**config.mk**
```make
export PLATFORM = sky130hd
export DESIGN_NAME = number_blink_code_sequencer
export DESIGN_NICKNAME = d
export VERILOG_FILES = /design/src/hdl/nbcs_pkg.sv /design/src/hdl/nbcs_in_stage.sv /design/src/hdl/nbcs_seq.sv /design/src/hdl/nbcs_out_buf.sv /design/src/hdl/number_blink_code_sequencer.sv
export SDC_FILE = /design/constraint.sdc
export NUM_CORES = 1
export LEC_CHECK = 0
export BUFFER_PORTS_ARGS = -buffer_cell sky130_fd_sc_hd__buf_4
export CAP_MARGIN = 30
export CORE_MARGIN = 2
export CORE_UTILIZATION = 60
export CTS_BUF_LIST = sky130_fd_sc_hd__clkbuf_8
export CTS_CLUSTER_SIZE = 14
export DETAILED_ROUTE_END_ITERATION = 6
export GPL_ROUTABILITY_DRIVEN = 0
export PLACE_DENSITY = 0.83
export SLEW_MARGIN = 10
export SYNTH_ARGS = -nofsm -noshare
export SYNTH_HDL_FRONTEND = slang
export SYNTH_SLANG_ARGS = --single-unit
```
**constraint.sdc**
```tcl
create_clock -name i_clk -period 11.4 [get_ports i_clk]
set_input_delay 0 -clock i_clk [delete_from_list [all_inputs] [get_ports i_clk]]
set_output_delay 0 -clock i_clk [all_outputs]
set_load 0.02 [all_outputs]
```
**src/hdl/nbcs_pkg.sv**
```systemverilog
// ----------------------------------------------------------------------------
// nbcs_pkg
// Types, constants and helper functions shared by the blink code sequencer.
// ----------------------------------------------------------------------------
package nbcs_pkg;

    localparam int TIMER_W   = 16;   // phase timer width, 10 to 32
    localparam int CFG_W     = 16;
    localparam int CFG_IDX_W = 4;
    localparam int NUM_W     = 16;
    localparam int DIGIT_W   = 4;
    localparam int NDIGITS   = 3;
    localparam int CLAMP_W   = 10;

    localparam logic [CLAMP_W-1:0] NUM_MAX = CLAMP_W'(999);

    // register indexes
    localparam logic [CFG_IDX_W-1:0] CFG_FLASH_ON    = CFG_IDX_W'(0);
    localparam logic [CFG_IDX_W-1:0] CFG_FLASH_OFF   = CFG_IDX_W'(1);
    localparam logic [CFG_IDX_W-1:0] CFG_ZERO_ON     = CFG_IDX_W'(2);
    localparam logic [CFG_IDX_W-1:0] CFG_DIGIT_PAUSE = CFG_IDX_W'(3);

    localparam logic [CFG_W-1:0] FLASH_ON_RST    = CFG_W'(160);
    localparam logic [CFG_W-1:0] FLASH_OFF_RST   = CFG_W'(160);
    localparam logic [CFG_W-1:0] ZERO_ON_RST     = CFG_W'(160 * 3);
    localparam logic [CFG_W-1:0] DIGIT_PAUSE_RST = CFG_W'(800);

    // request codes
    localparam logic FUNC_TICK  = 1'b0;
    localparam logic FUNC_START = 1'b1;

    typedef logic [DIGIT_W-1:0] t_digit;
    typedef t_digit [NDIGITS-1:0] t_digits;   // [0] hundreds, [1] tens, [2] units

    typedef struct packed {
        logic             func;
        logic [NUM_W-1:0] number;
    } t_in_req;

    typedef struct packed {
        logic lamp_on;
        logic busy_res;
        logic finished;
    } t_out_res;

    // registered request after digit split
    typedef struct packed {
        logic    func;
        t_digits digs;
    } t_item;

    // clamp to 999 and split into decimal digits by threshold compares
    function automatic t_digits split_digits(input logic [NUM_W-1:0] number);
        logic [CLAMP_W-1:0] n;
        logic [CLAMP_W-1:0] hund_sub;
        logic [6:0]         rem;
        logic [6:0]         tens_sub;
        t_digit             h;
        t_digit             t;
        t_digits            d;
        n = (number > NUM_W'(NUM_MAX)) ? NUM_MAX : number[CLAMP_W-1:0];
        h = '0;
        for (int k = 1; k <= 9; k++) begin
            if (n >= CLAMP_W'(k * 100)) begin
                h = DIGIT_W'(k);
            end
        end
        hund_sub = (CLAMP_W'(h) << 6) + (CLAMP_W'(h) << 5) + (CLAMP_W'(h) << 2);
        rem = 7'(n - hund_sub);
        t = '0;
        for (int k = 1; k <= 9; k++) begin
            if (rem >= 7'(k * 10)) begin
                t = DIGIT_W'(k);
            end
        end
        tens_sub = (7'(t) << 3) + (7'(t) << 1);
        d[0] = h;
        d[1] = t;
        d[2] = DIGIT_W'(rem - tens_sub);
        return d;
    endfunction

    // phase length: optional floor of one, saturate to the timer range
    function automatic logic [TIMER_W-1:0] load_time(input logic [CFG_W-1:0] ticks,
                                                     input logic at_least_one);
        localparam int WIDE_W = (CFG_W > TIMER_W) ? CFG_W : TIMER_W;
        localparam logic [WIDE_W-1:0] TMAX = WIDE_W'({TIMER_W{1'b1}});
        logic [WIDE_W-1:0] w;
        w = WIDE_W'(ticks);
        if (at_least_one && (ticks == '0)) begin
            w = WIDE_W'(1);
        end
        if (w > TMAX) begin
            w = TMAX;
        end
        return TIMER_W'(w);
    endfunction

endpackage

```
**src/hdl/nbcs_in_stage.sv**
```systemverilog
// ----------------------------------------------------------------------------
// nbcs_in_stage
// Input register; splits the start number into digits on the way in.
// ----------------------------------------------------------------------------
module nbcs_in_stage (
    input  logic             i_clk,
    input  logic             i_rst_n,
    input  logic             i_in_valid,
    output logic             o_in_stall,
    input  nbcs_pkg::t_in_req i_in_req,
    output logic             o_item_valid,
    input  logic             i_item_take,
    output nbcs_pkg::t_item  o_item
);

    logic            r_valid;
    nbcs_pkg::t_item r_item;
    logic            accept;

    assign o_in_stall   = r_valid && !i_item_take;
    assign accept       = i_in_valid && !o_in_stall;
    assign o_item_valid = r_valid;
    assign o_item       = r_item;

    always_ff @(posedge i_clk) begin
        if (!i_rst_n) begin
            r_valid <= 1'b0;
        end else if (accept) begin
            r_valid <= 1'b1;
        end else if (i_item_take) begin
            r_valid <= 1'b0;
        end
    end

    always_ff @(posedge i_clk) begin
        if (accept) begin
            r_item.func <= i_in_req.func;
            r_item.digs <= nbcs_pkg::split_digits(i_in_req.number);
        end
    end

endmodule

```
**src/hdl/nbcs_seq.sv**
```systemverilog
// ----------------------------------------------------------------------------
// nbcs_seq
// Blink phase sequencer and configuration registers; one request per cycle while i_take is high.
// ----------------------------------------------------------------------------
module nbcs_seq (
    input  logic                               i_clk,
    input  logic                               i_rst_n,
    input  logic                               i_cfg_valid,
    input  logic [nbcs_pkg::CFG_IDX_W-1:0]     i_cfg_index,
    input  logic [nbcs_pkg::CFG_W-1:0]         i_cfg_data,
    input  logic                               i_take,
    input  nbcs_pkg::t_item                    i_item,
    output nbcs_pkg::t_out_res                 o_res
);

    typedef enum logic [1:0] {K_IDLE, K_ON, K_OFF, K_PAUSE} t_kind;

    logic [nbcs_pkg::CFG_W-1:0]   r_flash_on, r_flash_off, r_zero_on, r_pause;
    logic [nbcs_pkg::TIMER_W-1:0] r_timer, n_timer;
    nbcs_pkg::t_digits            r_digs, n_digs;
    logic [1:0]                   r_ptr, n_ptr;
    logic [3:0]                   r_flashes, n_flashes;
    t_kind                        r_kind, n_kind;
    logic                         r_running, n_running;

    logic                         done;
    logic                         do_begin;
    nbcs_pkg::t_digits            bd_digs;
    nbcs_pkg::t_digit             bd_d;
    logic [3:0]                   fl_dec;

    always_comb begin
        n_timer   = r_timer;
        n_digs    = r_digs;
        n_ptr     = r_ptr;
        n_flashes = r_flashes;
        n_kind    = r_kind;
        n_running = r_running;
        done      = 1'b0;
        do_begin  = 1'b0;
        bd_digs   = r_digs;
        fl_dec    = (r_flashes != '0) ? r_flashes - 4'd1 : r_flashes;

        if (i_item.func == nbcs_pkg::FUNC_START) begin
            if (!r_running) begin
                n_digs    = i_item.digs;
                bd_digs   = i_item.digs;
                n_running = 1'b1;
                do_begin  = 1'b1;
                if (i_item.digs[0] != '0) begin
                    n_ptr = 2'd0;
                end else if (i_item.digs[1] != '0) begin
                    n_ptr = 2'd1;
                end else begin
                    n_ptr = 2'd2;
                end
            end
        end else if (r_running) begin
            if (r_timer > nbcs_pkg::TIMER_W'(1)) begin
                n_timer = r_timer - nbcs_pkg::TIMER_W'(1);
            end else begin
                case (r_kind)
                    K_ON: begin
                        n_kind  = K_OFF;
                        n_timer = nbcs_pkg::load_time(r_flash_off, 1'b1);
                    end
                    K_OFF: begin
                        n_flashes = fl_dec;
                        if (fl_dec != '0) begin
                            n_kind  = K_ON;
                            n_timer = nbcs_pkg::load_time(r_flash_on, 1'b1);
                        end else if (r_ptr < 2'd2) begin
                            if (r_pause == '0) begin
                                n_ptr    = r_ptr + 2'd1;
                                do_begin = 1'b1;
                            end else begin
                                n_kind  = K_PAUSE;
                                n_timer = nbcs_pkg::load_time(r_pause, 1'b0);
                            end
                        end else begin
                            n_running = 1'b0;
                            n_kind    = K_IDLE;
                            n_timer   = '0;
                            done      = 1'b1;
                        end
                    end
                    K_PAUSE: begin
                        n_ptr    = r_ptr + 2'd1;
                        do_begin = 1'b1;
                    end
                    default: begin
                        // idle phase while running: settle to idle
                        n_running = 1'b0;
                        n_timer   = '0;
                        done      = 1'b1;
                    end
                endcase
            end
        end

        case (n_ptr)
            2'd0:    bd_d = bd_digs[0];
            2'd1:    bd_d = bd_digs[1];
            2'd2:    bd_d = bd_digs[2];
            default: bd_d = '0;
        endcase

        if (do_begin) begin
            n_kind    = K_ON;
            n_flashes = (bd_d == '0) ? 4'd1 : bd_d;
            n_timer   = nbcs_pkg::load_time((bd_d == '0) ? r_zero_on : r_flash_on, 1'b1);
        end
    end

    assign o_res.lamp_on  = n_running && (n_kind == K_ON);
    assign o_res.busy_res = n_running;
    assign o_res.finished = done;

    always_ff @(posedge i_clk) begin
        if (!i_rst_n) begin
            r_timer   <= '0;
            r_digs    <= '0;
            r_ptr     <= '0;
            r_flashes <= '0;
            r_kind    <= K_IDLE;
            r_running <= 1'b0;
        end else if (i_take) begin
            r_timer   <= n_timer;
            r_digs    <= n_digs;
            r_ptr     <= n_ptr;
            r_flashes <= n_flashes;
            r_kind    <= n_kind;
            r_running <= n_running;
        end
    end

    always_ff @(posedge i_clk) begin
        if (!i_rst_n) begin
            r_flash_on  <= nbcs_pkg::FLASH_ON_RST;
            r_flash_off <= nbcs_pkg::FLASH_OFF_RST;
            r_zero_on   <= nbcs_pkg::ZERO_ON_RST;
            r_pause     <= nbcs_pkg::DIGIT_PAUSE_RST;
        end else if (i_cfg_valid) begin
            case (i_cfg_index)
                nbcs_pkg::CFG_FLASH_ON:    r_flash_on  <= i_cfg_data;
                nbcs_pkg::CFG_FLASH_OFF:   r_flash_off <= i_cfg_data;
                nbcs_pkg::CFG_ZERO_ON:     r_zero_on   <= i_cfg_data;
                nbcs_pkg::CFG_DIGIT_PAUSE: r_pause     <= i_cfg_data;
                default: ;
            endcase
        end
    end

endmodule

```
**src/hdl/nbcs_out_buf.sv**
```systemverilog
// ----------------------------------------------------------------------------
// nbcs_out_buf
// Two-entry result buffer; full flag is registered so upstream never waits
// on the downstream stall combinationally.
// ----------------------------------------------------------------------------
module nbcs_out_buf (
    input  logic                i_clk,
    input  logic                i_rst_n,
    input  logic                i_push,
    input  nbcs_pkg::t_out_res  i_res,
    output logic                o_full,
    output logic                o_out_valid,
    input  logic                i_out_stall,
    output nbcs_pkg::t_out_res  o_out_res
);

    nbcs_pkg::t_out_res r_buf [2];
    logic               r_wr, r_rd;
    logic [1:0]         r_cnt;
    logic               push, pop;

    assign o_full      = (r_cnt == 2'd2);
    assign o_out_valid = (r_cnt != 2'd0);
    assign o_out_res   = r_buf[r_rd];
    assign push        = i_push && !o_full;
    assign pop         = o_out_valid && !i_out_stall;

    always_ff @(posedge i_clk) begin
        if (!i_rst_n) begin
            r_wr  <= 1'b0;
            r_rd  <= 1'b0;
            r_cnt <= 2'd0;
        end else begin
            if (push) begin
                r_wr <= !r_wr;
            end
            if (pop) begin
                r_rd <= !r_rd;
            end
            if (push && !pop) begin
                r_cnt <= r_cnt + 2'd1;
            end else if (pop && !push) begin
                r_cnt <= r_cnt - 2'd1;
            end
        end
    end

    always_ff @(posedge i_clk) begin
        if (push) begin
            r_buf[r_wr] <= i_res;
        end
    end

endmodule

```
**src/hdl/number_blink_code_sequencer.sv**
```systemverilog
// ----------------------------------------------------------------------------
// number_blink_code_sequencer
// Shows a number (clamped to 999) on a status lamp as decimal blink codes.
// ----------------------------------------------------------------------------
// Takes one request per clock while the input is not stalled and returns
// one result per request. A start request splits the number into digits in
// the input register; once the result buffer has room, the phase sequencer
// updates its timer and phase and writes the lamp level into a two-entry
// result buffer, from which the result is offered. Input stall comes only
// from a full result buffer, i.e. from the result side holding off.
// Configuration registers may be written at any time (ready is tied high)
// but should only change while no sequence is running. No clearing pass
// after reset.
module number_blink_code_sequencer (
    input  logic                           i_clk,
    input  logic                           i_rst_n,
    input  logic                           i_in_valid,
    output logic                           o_in_stall,
    input  nbcs_pkg::t_in_req              i_in_req,
    output logic                           o_out_valid,
    input  logic                           i_out_stall,
    output nbcs_pkg::t_out_res             o_out_res,
    input  logic                           i_cfg_valid,
    output logic                           o_cfg_ready,
    input  logic [nbcs_pkg::CFG_IDX_W-1:0] i_cfg_index,
    input  logic [nbcs_pkg::CFG_W-1:0]     i_cfg_data
);

    logic               item_valid;
    logic               take;
    logic               buf_full;
    nbcs_pkg::t_item    item;
    nbcs_pkg::t_out_res res;

    assign o_cfg_ready = 1'b1;
    assign take        = item_valid && !buf_full;

    nbcs_in_stage u_in (
        .i_clk        (i_clk),
        .i_rst_n      (i_rst_n),
        .i_in_valid   (i_in_valid),
        .o_in_stall   (o_in_stall),
        .i_in_req     (i_in_req),
        .o_item_valid (item_valid),
        .i_item_take  (take),
        .o_item       (item)
    );

    nbcs_seq u_seq (
        .i_clk       (i_clk),
        .i_rst_n     (i_rst_n),
        .i_cfg_valid (i_cfg_valid),
        .i_cfg_index (i_cfg_index),
        .i_cfg_data  (i_cfg_data),
        .i_take      (take),
        .i_item      (item),
        .o_res       (res)
    );

    nbcs_out_buf u_out (
        .i_clk       (i_clk),
        .i_rst_n     (i_rst_n),
        .i_push      (take),
        .i_res       (res),
        .o_full      (buf_full),
        .o_out_valid (o_out_valid),
        .i_out_stall (i_out_stall),
        .o_out_res   (o_out_res)
    );

endmodule

```
After elaboration in Yosys (flattened, before gate mapping). Memory sizes are Yosys's and may differ from the RTL's. A register that Yosys moved wholly into a read port is not among the register bits. Cells that the tools add are included.

Bitwise operators: 0. Shift-type cells: 0. Div/mod/pow operators: 0. Eq/ne operators: 14. Order comparisons: 25. Multiply operators: 0. Muxes and demuxes: 103. $add $sub $neg: 10. Reduce and logical (&&, ||, !) cells: 39.

Operators by type and width (number): 16-bit 2-to-1 mux (25); 16-bit > comparator, second input constant (4); 16-bit logical NOT (4); 4-bit 2-to-1 mux (13); 16-bit one-hot mux with 3 select lines (1); 2-bit 2-to-1 mux (22); 10-bit >= comparator, second input constant (4); 10-bit by 9-bit >= comparator with 1-bit output, second input constant (3); 1-bit 2-to-1 mux (25); 12-bit 2-to-1 mux (2); 3-bit 2-to-1 mux (8); 7-bit by 6-bit >= comparator with 1-bit output, second input constant (3); 7-bit >= comparator, second input constant (3); 16-bit by 1-bit > comparator with 1-bit output, second input constant (1); 16-bit by 10-bit > comparator with 1-bit output, second input constant (1); 4-bit nonzero test (4); 16-bit by 1-bit subtractor with 16-bit output, second input constant (1); 7-bit by 5-bit >= comparator with 1-bit output, second input constant (2); 4-bit one-hot mux with 3 select lines (1); 10-bit by 7-bit >= comparator with 1-bit output, second input constant (1); 10-bit by 8-bit >= comparator with 1-bit output, second input constant (1); 10-bit 2-to-1 mux (1); 5-bit AND reduction (2); 2-bit nonzero test (5); 25 further kinds (54).

Input port bits: 42. Bits in read-only memories: 0. Flip-flop bits (word level): 119. Bits in latches: 0. Word-level logic and storage cells: 212. RAM bits: 6. Memories kept: 1.

Memory list: u_out.r_buf (depth 2, bits a word 3, rd ports 1, clocked after Yosys merged registers in 1, write ports 1, RTL line nbcs_out_buf.sv:17) `nbcs_pkg::t_out_res r_buf [2];`.

Longest topological paths before layout. Gate-level depths: netlist of run 1.

Word-level depth: 29. Gate-level depth with buffers: 24. Depth with buffers taken out: 23.

Modules after synthesis. Synthesis of run 1 repeated with hierarchy kept, for this count alone.

Cell total of the unflattened synthesis: 914. Area, all modules: 7682.4 um^2.

By module, submodules not included: nbcs_seq (seq. area each 2021.9 um^2, instances 1, area each 5646.7 um^2, cells each 703); nbcs_in_stage (seq. area each 410.4 um^2, instances 1, area each 1564.0 um^2, cells each 173); nbcs_out_buf (seq. area each 280.3 um^2, instances 1, area each 446.7 um^2, cells each 35); number_blink_code_sequencer (seq. area each 0.0 um^2, instances 1, area each 25.0 um^2, cells each 3).

Worst setup path before layout of run 1. No wires, ideal clock.

Path type: input-to-reg. Start point: input i_in_req[11] (netlist bit). End point: register u_in.r_item, in the netlist u_in.o_item[11], data pin. Setup slack: 6.368 ns. Path buffers: 0. Arrival time: 4.773 ns. Cell stages on the path: 22. Cells stage by stage: nor4_1 nand2_1 o311ai_0 nand3_1 a221oi_1 inv_1 ha_1 xnor2_1 ha_1 o21ai_0 nor2b_1 xnor3_1 xnor2_1 xnor2_1 nor2_1 a21oi_1 ha_1 nand2b_1 a21oi_1 o41a_1 or3_1 xor2_1.

Longest elaborated chain between the ends: 29.

Ends and longest elaborated chain: from (decl) (RTL line number_blink_code_sequencer.sv:19) `input nbcs_pkg::t_in_req i_in_req,`; 16-bit by 10-bit > comparator with 1-bit output * (RTL line nbcs_pkg.sv:61) `n = (number > NUM_W'(NUM_MAX)) ? NUM_MAX : number[CLAMP_W-1:0];`; 10-bit 2-to-1 mux * (RTL line nbcs_pkg.sv:61); 10-bit by 7-bit >= comparator with 1-bit output (RTL line nbcs_pkg.sv:64) `if (n >= CLAMP_W'(k * 100)) begin`; 1-bit 2-to-1 mux (RTL line nbcs_pkg.sv:64); 2-bit 2-to-1 mux (2 in a row) (RTL line nbcs_pkg.sv:64); 3-bit 2-to-1 mux (4 in a row) (RTL line nbcs_pkg.sv:64); 4-bit 2-to-1 mux (2 in a row) (RTL line nbcs_pkg.sv:64); 4-bit 2-to-1 mux (RTL line nbcs_in_stage.sv:36) `if (accept) begin`; [... 3 more ...]; 7-bit by 4-bit >= comparator with 1-bit output (RTL line nbcs_pkg.sv:72) `if (rem >= 7'(k * 10)) begin`; 1-bit 2-to-1 mux (RTL line nbcs_pkg.sv:72); 2-bit 2-to-1 mux (2 in a row) (RTL line nbcs_pkg.sv:72); 3-bit 2-to-1 mux (4 in a row) (RTL line nbcs_pkg.sv:72); 4-bit 2-to-1 mux (2 in a row) (RTL line nbcs_pkg.sv:72); 4-bit 2-to-1 mux (RTL line nbcs_in_stage.sv:36); 4-bit adder (RTL line nbcs_pkg.sv:76) `tens_sub = (7'(t) << 3) + (7'(t) << 1);`; 4-bit subtractor * (RTL line nbcs_pkg.sv:79) `d[2] = DIGIT_W'(rem - tens_sub);`; to (decl) (RTL line nbcs_in_stage.sv:17) `nbcs_pkg::t_item r_item;`.

Every way passes the cells marked *; elsewhere a longest branch is shown, timed or not. The select of a mux whose other input is x is not followed. A chain may end at the register's enable or synchronous reset.

Final worst setup path of run 1.
Start point: input i_in_req[12] (netlist bit). End point: register u_in.r_item, in the netlist u_in.o_item[11], data pin.

Same word-level chain as after synthesis.

==> results of run 1 <==
[worst min-delay path by stage]
stage                      end         start  slack (ns)  cells past startpoint
6_report        u_in.o_item[3]  i_in_req[13]        0.01                      3
5_1_grt         u_in.o_item[3]  i_in_req[13]        0.03                      3
4_1_cts         u_in.o_item[3]  i_in_req[13]       0.002                      3
3_5_place_dp   u_in.o_item[12]  i_in_req[16]        0.18                      1
3_3_place_gp   u_in.o_item[12]  i_in_req[16]        0.18                      1
2_1_floorplan  u_in.o_item[12]  i_in_req[16]         0.1                      0
[synth_stat cells (5+ instances only)]
cell      count
nand2_1     171
dfxtp_1     107
a21boi_0     48
clkbuf_1     43
nor2_1       43
nand3_1      34
mux2i_1      32
nor2b_1      30
inv_1        23
edfxtp_1     19
nor4_1       19
ha_1         18
o21ai_0      18
nor3_1       17
xnor2_1      17
a31oi_1      14
o22ai_1      14
a222oi_1     13
nand2b_1     13
and2_1       12
a21oi_1      11
a22oi_1      11
a211oi_1      9
xor2_1        9
nand4_1       7
o21ai_1       7
and3_1        6
o211ai_1      6
o21a_1        6
a31o_2        5
a41oi_1       5
buf_2         5
or3_1         5
[final cells by class]
type                    count  area share
flip-flops and latches    126       0.324
well taps                 147      0.0219
inverters                  24      0.0107
clock buffers              19      0.0312
multi-input cells         672       0.516
clock inverters            13      0.0233
repair buffers             75      0.0731
[worst max-delay path: stages]
cell and delay, ns:
dlygate4sd3_1 0.53, buf_4 0.13, nor2_1 0.15, nand2_1 0.19
o311ai_0 0.41, nand3_1 0.12, a221oi_1 0.41, inv_1 0.15
ha_1 0.22, inv_1 0.06, ha_1 0.36, o21a_1 0.24
o21ai_0 0.15, nor2b_1 0.17, xnor3_1 0.26, xnor2_1 0.15
xnor2_1 0.57, nor2_1 0.14, a21oi_1 0.19, ha_1 0.23
nand2b_1 0.14, a21oi_1 0.05, o41a_1 0.43, or3_1 0.33
xor2_1 0.17
[report_power, final]
| part | internal, mW | switching [mW] |
|---|---|---|
| clock network | 0.269 | 0.178 |
| logic | 0.172 | 0.243 |
| registers | 0.484 | 0.0304 |
| total | 0.926 | 0.451 |
[layer usage]
metal  part of all wire  up-vias  global-route usage  wire (um)
met3              0.090       39              0.0757       1740
met1               0.42     3222               0.406       8170
met2               0.47      369               0.470       8960
met4              0.020        0               0.104        378
li1                   -     3275                   -          -
met5                  0        -                   0          0
[kinds of logic (layout without fill, tap and decap cells)]
family	count (synthesis)	in the layout	share of synthesized area
adder cells (fa/ha/maj)	19	19	0.0320
multiplexers	37	37	0.0528
AND/OR/NAND/NOR	383	383	0.255
other	1	1	0.000511
flip-flops	126	126	0.370
buffers and inverters	78	131	0.0418
XOR/XNOR	27	27	0.0341
AO/OA/AOI/OAI	205	205	0.214
[what timing repair did]
action / CTS / global route
hold buffers: 20 / 0
endpoints found under the hold margin: 68 / 0
resized for setup: 0 / 0
[state kept, by name, indices dropped and copies added, names as in the netlist, 4 cells and up, named ones only]
signal,count
u_seq.r_flash_on,16
u_in.o_item,13
u_seq.r_pause,16
u_seq.r_digs,12
u_out.r_buf,6
u_seq.r_zero_on,16
u_seq.r_timer,16
u_seq.r_flashes,4
u_seq.r_flash_off,16
==> flow_summary.toml, run 1 <==
[timing]
fin_setup_tns_ns = 0
finalHoldViolations = 0
slew_viol_final = 0
skew_ns = 0.0139
setup_viol_count_final = 0
worstMarginPinSlew_ns = 0.870
max_freq_mhz = 174
setup_ws_ns = 5.65
finalHoldWorstSlack_ns = 0.0139
post-route-min-period_ns = 5.75
slew_headroom = 0.418
rsz0062_at_grt = "no"
min_period_over_period = 0.504

[hold_path]
hold_path_class = "in -> reg"

[yosys]
synth-seq-cells = 126
synth_edf_count = 19
yosysTopAreaCell = "dfxtp_1"
yosys-top-cells-area = "dfxtp_1, nand2_1, edfxtp_1"
async_flop_share = 0
ys_warn_count = 0
netlist_instances = 876
synth_area_um2 = 7340
synth_seq_area_share = 0.370
syn_avg_cell_area_um2 = 8.38
ys_types = 82
synthFlopType = "dfxtp_1"
yosys.area.top_type_share = 0.292
synth_nets = 936

[worst_setup_path]
rr_startpoint = "u_seq.r_flashes[0]"
path_max_fanout = 14
r2r_end = "u_seq.r_timer[9]"
arrival_ns = 5.95
reg2reg_slack_ns = 6.36
startpoint = "i_in_req[12]"
start_kind = "input pin"
critPathKind = "in -> reg"
r2r.worst_path.cells = 12
cp-end-kind = "register"
required_ns = 11.60
cp-endpoint = "u_in.o_item[11]"

[place]
place_worst_setup_slack_ns = 5.49
place_area_um2 = 7720
io_buffers = 46
placed_cells = 1023
place_hpwl_um = 13200

[global_routing]
grt_pass1_wl_um = 31500
grt_usage = 0.301
grt_antenna_before_repair = 0
grt_pass1_vias = 6360
grt_overflow = 0
grt_max_degree = 100

[drt]
wl_per_cell_um = 17.9
drtIter0Drc = 796
num_vias = 6905
ant_nets = 0
wl_um = 19200
viasPerCell = 6.42
post-route-drc-count = 0
first_pass_iters = 6

[floorplanning]
die_h_um = 115
ios = 48
die_area_um2 = 13100
die_w_um = 115
start_util = 0.614
core_area_um2 = 12000
num_rows = 40

[layout]
num_antenna_cells = 0
multi_input_area_um2 = 4330
postLayoutCellArea_um2 = 8380
final_cell_mix = "nand2_1, dfxtp_1, buf_4"
final_net_count = 976
syn_to_final_growth_pct = 14.2
fillCellCount = 899
layout_commonest_cell = "nand2_1"
final_util = 0.701
final_cells = 1076
drive_above_1_share = 0.121
final-seq-area_um2 = 2710

[power]
power.total_mw = 1.38
power_density_nw_per_um2 = 164
vdd_drop_max_mv = 0.104
p_leak_nw = 3.12

[clock_tree]
cts_sinks = 126
insertion_delay_ns = 0.46
cts_buffers = 17
post_cts_buffers = 0
root_buffer = "clkbuf_8"
clk_pin_slew_ns = 0.06
cts_tree = "yes"
htreeDepth = 4
cts_max_path_buffers = 2

[run_status]
outcome = "completed"

[job]
max_cap_viol_count = 0
No activity file was read; power rests on OpenSTA's default activity.
==> run 2: changes to the inputs <==
--- a/config.mk
+++ b/config.mk
@@ -8,7 +8,7 @@
 export BUFFER_PORTS_ARGS = -buffer_cell sky130_fd_sc_hd__buf_4
 export CAP_MARGIN = 30
 export CORE_MARGIN = 2
-export CORE_UTILIZATION = 60
+export CORE_UTILIZATION = 57
 export CTS_BUF_LIST = sky130_fd_sc_hd__clkbuf_8
 export CTS_CLUSTER_SIZE = 14
 export DETAILED_ROUTE_END_ITERATION = 6
==> constraint.sdc (replaced) <==
create_clock -name i_clk -period 4.93 [get_ports i_clk]
set_input_delay 0 -clock i_clk [delete_from_list [all_inputs] [get_ports i_clk]]
set_output_delay 0 -clock i_clk [all_outputs]
set_load 0.02 [all_outputs]
==> flow_summary.toml, run 2 (synthesis results as in run 1) <==
[run_status]
outcome = "complete, but fails checks"
violations = "DRC"

[clock_tree]
cts_max_path_buffers = 2
insertion_delay_ns = 0.46
root_buffer = "clkbuf_8"
cts_tree = "yes"
clk_pin_slew_ns = 0.07
cts_sinks = 126
cts_buffers = 17
htreeDepth = 4

[place]
io_buffers = 46
place_hpwl_um = 13400
placed_cells = 1061

[power]
vdd_drop_max_mv = 0.232
power_density_nw_per_um2 = 367
p_comb_frac = 0.311
p_clk_frac = 0.312
switching_share = 0.345
switchingPower_mw = 1.09
pwr-share-seq = 0.377
p_leak_nw = 3.19
p_int_mw = 2.07

[layout]
syn_to_final_growth_pct = 17.2
num_antenna_cells = 0
layout_commonest_cell = "nand2_1"
final_cells = 1117
final_cell_mix = "nand2_1, dfxtp_1, buf_4"
drive_above_1_share = 0.151
final_util = 0.682
fillCellCount = 997
final_net_count = 992

[worst_setup_path]
cp-end-kind = "register"
required_ns = 5.13
path_max_fanout = 5
arrival_ns = 4.96
start_kind = "input pin"
r2r.worst_path.cells = 13
cp-endpoint = "u_in.o_item[11]"
critPathKind = "in -> reg"
startpoint = "i_in_req[12]"
reg2reg_slack_ns = 0.96
r2r_end = "u_seq.r_flashes[0]"
rr_startpoint = "u_seq.r_flashes[0]"

[timing]
slew_headroom = 0.417
skew_ns = 0.00997
min_period_over_period = 0.965
setup_viol_count_final = 0
max_freq_mhz = 210
worstMarginPinSlew_ns = 0.874
slew_viol_final = 0
finalHoldViolations = 0
post-route-min-period_ns = 4.76
fin_setup_tns_ns = 0

[floorplanning]
num_rows = 41
ios = 48
core_area_um2 = 12600
start_util = 0.582
die_h_um = 117
die_w_um = 117
die_area_um2 = 13800

[drt]
wl_um = 19700
wl_per_cell_um = 17.6
drtIter0Drc = 831
ant_nets = 0
first_pass_iters = 7
post-route-drc-count = 5
num_vias = 7023
viasPerCell = 6.29

[global_routing]
use_met2 = 0.460
grt_overflow = 0
grt-busiest-layer = "met2"
grt_antenna_before_repair = 0
grt_pass1_wl_um = 32000
grtUsageMet3 = 0.0552
grt_max_degree = 100
grt_pass1_vias = 6491
grt_usage = 0.283
gr-usage-met1 = 0.374

[job]
max_cap_viol_count = 0

[hold_path]
hold_path_class = "in -> reg"
run 2: stage by stage:
step | instance area [um2] | hold WS [ns] | worst slack [ns] | total power [mW]
6_report | 8600 | 0.0579 | 0.171 | 3.16
5_1_grt | 8600 | 0.0704 | -0.0371 | 3.30
4_1_cts | 8520 | 0.0328 | 0.0377 | 3.13
3_5_place_dp | 7860 | 0.187 | -0.0679 | 2.14
3_3_place_gp | 7850 | 0.187 | 0.106 | 2.12
2_1_floorplan | 7350 | 0.0989 | 0.0175 | 1.90
run 2: power groups by stage:
stage                     combinational [mW]  clock [mW]  sequential, mW
final                                  0.982       0.985            1.19
after global routing                    1.07        1.03            1.20
after CTS                              0.954       0.990            1.19
after detailed placement               0.933           0            1.21
after global placement                 0.910           0            1.21
after floorplan                        0.714           0            1.19
run 2: cell type report:
type / instances / area, um2 / share of cell area
sequential: 126 / 2710 / 0.315
timing repair buffer: 91 / 738 / 0.0858
clock inverter: 13 / 176 / 0.0205
clock buffer: 19 / 262 / 0.0304
tap: 172 / 215 / 0.0250
inverter: 24 / 90.1 / 0.0105
multi-input combinational: 672 / 4410 / 0.512
run 2: layer usage:
metal	routed length [um]	up-vias
li1	-	3300
met1	8230	3327
met2	9340	350
met3	1670	46
met4	461	0
met5	0	-
run 2: repair_timing:
item,CTS,global route
setup endpoints to repair,0,1
gates resized for setup,0,14
setup buffers,0,1
hold buffers,22,0
hold endpoints to repair,70,0
run 2: worst min path at each step:
stage / startpoint / to / slack [ns] / cells past startpoint
2_1_floorplan: i_in_req[16] / u_in.o_item[12] / 0.1 / 0
3_3_place_gp: i_in_req[16] / u_in.o_item[12] / 0.19 / 1
3_5_place_dp: i_in_req[16] / u_in.o_item[12] / 0.19 / 1
4_1_cts: i_in_req[2] / u_in.o_item[0] / 0.03 / 4
5_1_grt: i_in_req[2] / u_in.o_item[0] / 0.07 / 4
6_report: i_in_req[2] / u_in.o_item[0] / 0.06 / 4
run 2: critical path: stages:
cell           delay [ns]
dlygate4sd3_1        0.53
buf_4                0.14
nor2_4               0.10
nand2_2              0.07
buf_4                0.18
nor3_2               0.14
nand3_1              0.10
a221oi_2             0.33
inv_2                0.10
ha_1                 0.21
inv_1                0.06
ha_1                 0.23
o21a_1               0.18
o21ai_0              0.17
nor2b_2              0.18
xnor3_1              0.26
xnor2_2              0.16
xnor2_2              0.24
nor2_1               0.10
a21oi_2              0.14
ha_2                 0.22
nand2b_4             0.13
a21oi_1              0.06
o41a_1               0.42
or3_1                0.33
xor2_1               0.17
==> run 3: changes to the inputs <==
--- a/config.mk
+++ b/config.mk
@@ -5,6 +5,7 @@
 export SDC_FILE = /design/constraint.sdc
 export NUM_CORES = 1
 export LEC_CHECK = 0
+export ABC_AREA = 1
 export BUFFER_PORTS_ARGS = -buffer_cell sky130_fd_sc_hd__buf_4
 export CAP_MARGIN = 30
 export CORE_MARGIN = 2
==> flow_summary.toml, run 3 <==
[layout]
final-seq-area_um2 = 2710
drive_above_1_share = 0.105
num_antenna_cells = 0
syn_to_final_growth_pct = 13.3
final_cell_mix = "nand2_1, inv_1, a21oi_1, nor2_1, dfxtp_1"
multi_input_area_um2 = 4030
fillCellCount = 1145
layout_commonest_cell = "nand2_1"
final_net_count = 1199

[timing]
slew_viol_final = 0
skew_ns = 0.0144
worstMarginPinSlew_ns = 0.936
max_freq_mhz = 232
min_period_over_period = 0.876
setup_viol_count_final = 0
post-route-min-period_ns = 4.32
rsz0062_at_grt = "no"
fin_setup_tns_ns = 0
finalHoldViolations = 0
slew_headroom = 0.374

[floorplanning]
core_area_um2 = 12600
ios = 48
num_rows = 41
die_w_um = 118
die_area_um2 = 13900
start_util = 0.586
die_h_um = 118

[drt]
post-route-drc-count = 0
ant_nets = 0
first_pass_iters = 5
wl_um = 19900
num_vias = 7605
wl_per_cell_um = 15.1
viasPerCell = 5.74
drtIter0Drc = 817

[yosys]
yosys-top-cells-area = "dfxtp_1, nand2_1, edfxtp_1"
synth.most_common_cell = "nand2_1"
synth_nets = 1147
synth_edf_count = 19
yosys.area.top_type_share = 0.290
async_flop_share = 0
syn_avg_cell_area_um2 = 6.80
synth-seq-cells = 126
synth_area_um2 = 7390
synth_seq_area_share = 0.367
netlist_instances = 1087
ys_types = 55
yosys-top-cells-count = "nand2_1, inv_1, a21oi_1, nor2_1, dfxtp_1"
ys_warn_count = 0
yosysTopAreaCell = "dfxtp_1"
synthFlopType = "dfxtp_1"

[power]
p_leak_nw = 3.63
vdd_drop_max_mv = 0.218
power.total_mw = 3.06
power_density_nw_per_um2 = 365

[worst_setup_path]
arrival_ns = 4.53
critPathKind = "in -> reg"
cpPeakStageDelay_ns = 0.36
cpMaxStageDelayCell = "ha_1"
reg2reg_slack_ns = 1.16
cp-end-kind = "register"
worst_path_most_repeated_cell = "nand2_1"
path_max_fanout = 8
required_ns = 5.14
start_kind = "input pin"

[global_routing]
grt_antenna_before_repair = 0
grt_pass1_vias = 6843
grt_usage = 0.291
grt_overflow = 0
grt_pass1_wl_um = 32900
grt_max_degree = 67

[run_status]
outcome = "completed"

[clock_tree]
cts_sinks = 126
htreeDepth = 4
cts_resized = 0
root_buffer = "clkbuf_8"
insertion_delay_ns = 0.46
cts_max_path_buffers = 2
cts_buffers = 17
clk_pin_slew_ns = 0.07
cts_tree = "yes"

[place]
place_hpwl_um = 13900
io_buffers = 46

[hold_path]
hold_path_class = "in -> reg"

[job]
max_cap_viol_count = 0
-- run 3: cell types whose count changed after synthesis, sizes merged, moves of 27 or more --
cell    delta
inv       +99
nand3     +27
nor2      +81
nor2b     -30
mux2i     -29
a21boi    -47
nand2     +96
a21oi    +103
o21ai     +75
-- run 3: kinds of logic after synthesis --
logic type / share of synthesized area
muxes: 0.00864
DFF: 0.367
adders and majority gates: 0.0305
AOI/OAI and AO/OA: 0.203
and+or+nand+nor: 0.292
xor gates and xnor gates: 0.00948
other: 0.000507
buffers and inverters: 0.0880
-- run 3: repair_timing --
item | in CTS | in global routing
hold buffers | 20 | 0
hold endpoints to repair | 69 | 0
buffers inserted | 0 | 0
-- run 3: cell type report --
cell class,instances,share of cell area
clock buffers,17,0.0279
inverters,127,0.0571
flip-flops and latches,126,0.324
repair buffers,73,0.0714
multi-input cells,794,0.481
clock inverters,15,0.0130
well taps,172,0.0257
-- run 3: path summary, 6_finish.rpt --
kind              cells after the start              endpoint              from
setup reg to reg                     24      u_seq.r_timer[0]  u_seq.r_timer[0]
hold reg to reg                       1            u_out.r_rd        u_out.r_rd
hold / removal                        4  u_seq.r_flash_off[5]    i_cfg_index[1]
setup / recovery                     42       u_in.o_item[11]      i_in_req[11]
-- run 3: power by group --
group / total, mW / switching [mW] / internal (mW) / leakage (nW)
combinational: 1.06 / 0.711 / 0.353 / 2.40
clock: 0.799 / 0.413 / 0.386 / 0.190
sequential: 1.19 / 0.0595 / 1.13 / 1.05
-- run 3: metrics by stage --
step | worst slack (ns) | util | hold slack, ns | area [um2] | cells
finish | 0.611 | 0.663 | 0.0339 | 8370 | 1324
detailed placement | 0.219 | 0.620 | 0.186 | 7830 | 1272
global route | 0.120 | 0.663 | 0.0668 | 8370 | 1324
CTS | 0.702 | 0.663 | 0.00867 | 8370 | 1324
global placement | 0.378 | 0.620 | 0.178 | 7830 | 1272
floorplan | 0.876 | - | 0.0989 | 7390 | 1087
-- run 3: worst max-delay path: cells and delay by family --
family	cells	cell delay [ns]
adders and majority gates	3	0.76
and+or+nand+nor	28	2.70
buffers and inverters	8	0.62
AOI/OAI and AO/OA	2	0.34
xor gates and xnor gates	1	0.13
-- run 3: per-layer routing --
metal  up-vias  routed length (um)  GRT usage  part of all wire
met5         -                   0          0                 0
met4         0                 349     0.0971             0.018
met3        38                1990     0.0620              0.10
met2       412                8870      0.438              0.45
met1      3422                8730      0.414              0.44
li1       3733                   -          -                 -
